`src/sv/jps_pkg.sv`:
```
// ----------------------------------------------------------------------------
// Jacobi Poisson sweep package
// Shared constants, register indices and state encodings for the sweep block.
// ----------------------------------------------------------------------------
package jps_pkg;

  localparam int MAX_COLS_DEF   = 4096;
  localparam int VALUE_BITS_DEF = 32;

  localparam int ROW_BITS       = 16;
  localparam int COLCNT_BITS    = 13;
  localparam int ECOL_BITS      = 14;
  localparam int AREA_BITS      = 40;
  localparam int AREA_FRAC      = 40;
  localparam int SUM_BITS       = 64;
  localparam int SQ_SHIFT       = 16;
  localparam int MIN_DIM        = 3;

  localparam int CFG_INDEX_BITS = 2;
  localparam int CFG_DATA_BITS  = 40;

  localparam logic [ROW_BITS-1:0]    ROW_COUNT_RST = ROW_BITS'(2048);
  localparam logic [COLCNT_BITS-1:0] COL_COUNT_RST = COLCNT_BITS'(2048);

  typedef enum logic [CFG_INDEX_BITS-1:0] {
    CFG_ROW_COUNT = 2'd0,
    CFG_COL_COUNT = 2'd1,
    CFG_STEP_AREA = 2'd2
  } cfg_index_e;

  typedef enum logic [3:0] {
    ST_IDLE,
    ST_READ,
    ST_RIGHT,
    ST_SRC_WAIT,
    ST_SUM,
    ST_SQ1,
    ST_SQ1_WAIT,
    ST_SQ2,
    ST_SQ2_WAIT
  } jps_state_e;

  typedef enum logic [1:0] {
    MUL_IDLE,
    MUL_LO,
    MUL_HI,
    MUL_SUM
  } mul_phase_e;

endpackage

```
`src/sv/jps_mul.sv`:
```
// ----------------------------------------------------------------------------
// Two-pass unsigned multiplier
// Forms a times b as two half-width partial products and one final add.
// ----------------------------------------------------------------------------
module jps_mul #(
  parameter int AW = 32,
  parameter int BW = 40
) (
  input  logic           clk_i,
  input  logic           rst_ni,
  input  logic           start_i,
  input  logic [AW-1:0]  a_i,
  input  logic [BW-1:0]  b_i,
  output logic [AW+BW-1:0] prod_o,
  output logic           valid_o
);
  import jps_pkg::*;

  localparam int BL = BW / 2;
  localparam int BH = BW - BL;
  localparam int PW = AW + BW;

  mul_phase_e        phase_q, phase_d;
  logic              valid_q, valid_d;
  logic [AW-1:0]     a_q;
  logic [BW-1:0]     b_q;
  logic [AW+BL-1:0]  pp_lo_q;
  logic [AW+BH-1:0]  pp_hi_q;
  logic [PW-1:0]     prod_q;

  always_ff @(posedge clk_i or negedge rst_ni) begin
    if (!rst_ni) begin
      phase_q <= MUL_IDLE;
      valid_q <= 1'b0;
    end else begin
      phase_q <= phase_d;
      valid_q <= valid_d;
    end
  end

  always_comb begin
    phase_d = phase_q;
    valid_d = valid_q;
    if (start_i) begin
      phase_d = MUL_LO;
      valid_d = 1'b0;
    end else begin
      case (phase_q)
        MUL_IDLE: phase_d = MUL_IDLE;
        MUL_LO:   phase_d = MUL_HI;
        MUL_HI:   phase_d = MUL_SUM;
        MUL_SUM: begin
          phase_d = MUL_IDLE;
          valid_d = 1'b1;
        end
        default:  phase_d = MUL_IDLE;
      endcase
    end
  end

  always_ff @(posedge clk_i) begin
    if (start_i) begin
      a_q <= a_i;
      b_q <= b_i;
    end
    if (phase_q == MUL_LO) begin
      pp_lo_q <= (AW+BL)'(a_q) * (AW+BL)'(b_q[BL-1:0]);
    end
    if (phase_q == MUL_HI) begin
      pp_hi_q <= (AW+BH)'(a_q) * (AW+BH)'(b_q[BW-1:BL]);
    end
    if (phase_q == MUL_SUM) begin
      prod_q <= (PW'(pp_hi_q) << BL) + PW'(pp_lo_q);
    end
  end

  assign prod_o  = prod_q;
  assign valid_o = valid_q;

endmodule

```
`config.mk`:
```
export PLATFORM = sky130hd
export DESIGN_NAME = jps_mul
export DESIGN_NICKNAME = d
export VERILOG_FILES = /design/src/sv/jps_pkg.sv /design/src/sv/jps_mul.sv
export SDC_FILE = /design/constraint.sdc
export NUM_CORES = 2
export LEC_CHECK = 0
export ABC_CLOCK_PERIOD_IN_PS = 12360
export BUFFER_PORTS_ARGS = -buffer_cell sky130_fd_sc_hd__buf_2
export CORE_MARGIN = 2
export CORE_UTILIZATION = 45
export DETAILED_ROUTE_END_ITERATION = 8
export GPL_ROUTABILITY_DRIVEN = 0
export MAX_ROUTING_LAYER = met4
export PLACE_DENSITY = 0.68
export RECOVER_POWER = 50
export SYNTH_ARGS = -nofsm -noshare
export SYNTH_HDL_FRONTEND = slang
export SYNTH_SLANG_ARGS = --single-unit
```
`constraint.sdc`:
```
create_clock -name clk_i -period 12.36 [get_ports clk_i]
set_input_delay 3.708 -clock clk_i [delete_from_list [all_inputs] [get_ports clk_i]]
set_output_delay 3.708 -clock clk_i [all_outputs]
set_load 0.01 [all_outputs]
```
==> impl_summary.log <==
[metrics] status: complete, but fails checks
[metrics] failing checks: capacitance limit, slew limit
[metrics] Routed WL: 138000 um
[metrics] Die H: 340 um
[metrics] Reg2Reg Launch Point: a_q[0]
[metrics] Overflow after GRT: 0
[metrics] vias in the first global route: 38362
[metrics] number of input and output port buffers inserted: 147
[metrics] total of warnings raised by yosys: 0
[metrics] relative max-transition margin: -132%
[metrics] starting density of the core: 45.2%
[metrics] DRC violation count after routing: 0
[metrics] fraction of synthesis flops using an asynchronous set or reset pin: 1.20%
[metrics] worst setup path class: flip-flop to flip-flop
[metrics] Crit Reg-Reg Endpoint: pp_lo_q[51]
[metrics] Setup Buffers After CTS: 0
[metrics] critical path capture point type: flip-flop
[metrics] reg-to-reg slack, setup: 2770 ps
[metrics] peak fanout along the critical path: 40
[metrics] cts-stage hold buffer count: 0
[metrics] total met3 wirelength after detailed routing: 12800 um
[metrics] commonest cells after routing, fill and taps aside: 1170 x inv_1, 1073 x fa_1, 778 x nand2_1, 578 x and2_1, 360 x ha_1
[metrics] data arrival time of the critical path: 9900 ps
[metrics] number of pins with negative max-slew slack in the final report: 221
[metrics] most common library cell in the layout ignoring fill and taps: inv_1
[metrics] CTS sink cnt: 251
[metrics] number of placement rows: 123
[metrics] Setup violations, final: 0
[metrics] wire length of the first global-routing pass: 220000 um
[metrics] number of distinct standard cells referenced by the synthesized netlist: 79
[metrics] per-cell routed wire length: 20.5 um
[metrics] WP data required: 12670 ps
[metrics] Cells after Synth: 5251
[metrics] highest routing layer actually used: met4
[metrics] antenna viol nets, final: 0
[metrics] clock tree buffer depth: 3
[metrics] CTS Buf Count: 35
[metrics] Setup TNS Final: 0 ps
[metrics] Clock Skew: 41.6 ps
[metrics] register clock-pin slew on the reported worst setup and hold paths: 50 ps
[metrics] layout-stage area growth over the synthesis result: 6.31%
[metrics] routed metal-1 wire length: 55000 um
[metrics] Total Nets Final: 6740
[metrics] count of state elements after synthesis: 251
[metrics] maximum number of pins on one net before global-route repair: 74
[metrics] CTS tree: built
[metrics] unrepaired setup endpoints after global routing: false
[metrics] Die Footprint: 115000 um^2
[metrics] synthesized net count: 6759
[metrics] Hold Path Cell Cnt: 0
[metrics] post-cts sizing count: 0
[metrics] transition time of the tightest slew-check pin: 3490 ps
[metrics] Std-Cell Core Area: 112000 um^2
[metrics] CTS H-tree lvls: 2
[metrics] met2 wirelength from detailed routing: 65500 um
[metrics] portion of the clock cycle consumed by the worst path in the final layout: 77.6%
[metrics] clock latency at the later pin of the worst-skew pair: 600 ps
[metrics] post-synthesis sequential area ratio: 14.8%
[metrics] final critical-path required period: 9590 ps
[metrics] cell depth of the worst flop-to-flop path: 23
[metrics] kind of path behind the tightest hold check: flip-flop to flip-flop
[metrics] first-pass iteration count of the detailed router: 6
[metrics] Worst setup SP type: flip-flop
[metrics] share of layout cells above drive strength 1: 5.46%
[metrics] antenna violations before repair: 9
[metrics] worst-case hold path end point: prod_o[7]
[metrics] via total after detailed routing: 36059
[metrics] number of max-cap violations: 4
[metrics] via density per instance: 5.33
[metrics] Initial DRC Count: 2732
[metrics] final-report hold violation count: 0
[metrics] Peak Freq: 104 MHz
[metrics] cell at the root of the clock tree: clkbuf_16
[metrics] I/O pin total: 148
[metrics] placed wire-length estimate after detailed placement: 98800 um
[metrics] global router's overall resource usage: 25.4%
[metrics] Mapped Area: 50700 um^2
[metrics] number of enable-type register cells in the synthesized netlist: 248
[metrics] worst hold start: pp_lo_q[7]
[metrics] top_reg_cell synth: edfxtp_1
[metrics] average footprint of a synthesized cell: 9.65 um^2
[metrics] width of the die: 340 um
[cells in the mapped netlist (21+ instances only)]
cell | instances | area (um^2)
inv_1 | 1170 | 4390
fa_1 | 1073 | 21500
nand2_1 | 778 | 2920
and2_1 | 585 | 3660
ha_1 | 360 | 4500
clkbuf_1 | 270 | 1010
edfxtp_1 | 248 | 7450
a21oi_1 | 127 | 636
xnor2_1 | 98 | 858
o21ai_0 | 78 | 390
a21o_1 | 72 | 541
nor2_1 | 55 | 206
xor2_1 | 49 | 429
nand3_1 | 30 | 150
a31oi_1 | 21 | 131
and3_1 | 21 | 131
[stage by stage]
stage	instances	area, um^2	setup slack (ps)	utilization [%]	hold slack [ps]
6_report	6762	53900	2770	48.1	416
5_1_grt	6761	53900	2620	48.1	417
4_1_cts	6756	53900	3740	48.1	418
3_5_place_dp	6695	52800	3780	47.1	405
3_3_place_gp	6695	52800	3820	47.1	401
2_1_floorplan	5251	50700	5190	-	400
[worst max-delay path, stage by stage (launching register included)]
cell and delay (ps):
edfxtp_1 310, clkbuf_1 1630, nand2_1 230, fa_1 480, inv_1 100, fa_1 450
fa_1 420, fa_1 510, fa_1 410, fa_1 520, inv_1 50, fa_1 470
inv_1 40, ha_1 450, nand2_1 140, o21ai_0 510, a2111oi_0 200, o311a_1 230
o21ai_0 330, a21oi_1 210, o41ai_2 800, nand3_1 240, o41ai_1 430, xnor2_1 120
[routing by layer]
metal	global-route usage, %	up-vias
met2	40.4	1637
met4	8.73	0
met1	32.8	18456
met5	-	-
met3	4.53	290
li1	-	15676
[cell families (layout without fill, tap and decap cells)]
family / after synthesis / in the layout / share of synthesized area, %
DFF: 251 / 251 / 14.8
and+or+nand+nor: 1537 / 1537 / 14.9
buffers and inverters: 1451 / 1456 / 10.9
adders and majority gates: 1433 / 1433 / 51.3
AOI/OAI and AO/OA: 432 / 432 / 5.54
other: 0 / 6 / 0
xor gates and xnor gates: 147 / 147 / 2.54
[worst max path at each step]
stage,from,to,cells past startpoint
global route,a_q[0],pp_lo_q[51],23
CTS,a_q[14],pp_lo_q[51],25
floorplan,b_q[25],pp_hi_q[49],26
detailed placement,a_q[14],pp_lo_q[51],25
finish,a_q[0],pp_lo_q[51],23
global placement,a_q[13],pp_lo_q[51],25
[layout make-up]
class,count,area (um^2)
inverters,1170,4390
fillers,10594,58200
diodes,6,15.0
multi-input cells,3549,37600
well taps,1500,1880
repair buffers,225,1300
clock inverters,22,239
flip-flops and latches,251,7520
clock buffers,39,891
[registers in the layout, indices dropped and copies added (netlist names)]
| name | cells |
|---|---|
| phase_q | 2 |
| pp_hi_q | 52 |
| pp_lo_q | 52 |
| valid_o | 1 |
| a_q | 32 |
| prod_o | 72 |
| b_q | 40 |
Power is not shown: default switching activity piles up to over one toggle a cycle in this logic, so the estimate is an artifact.
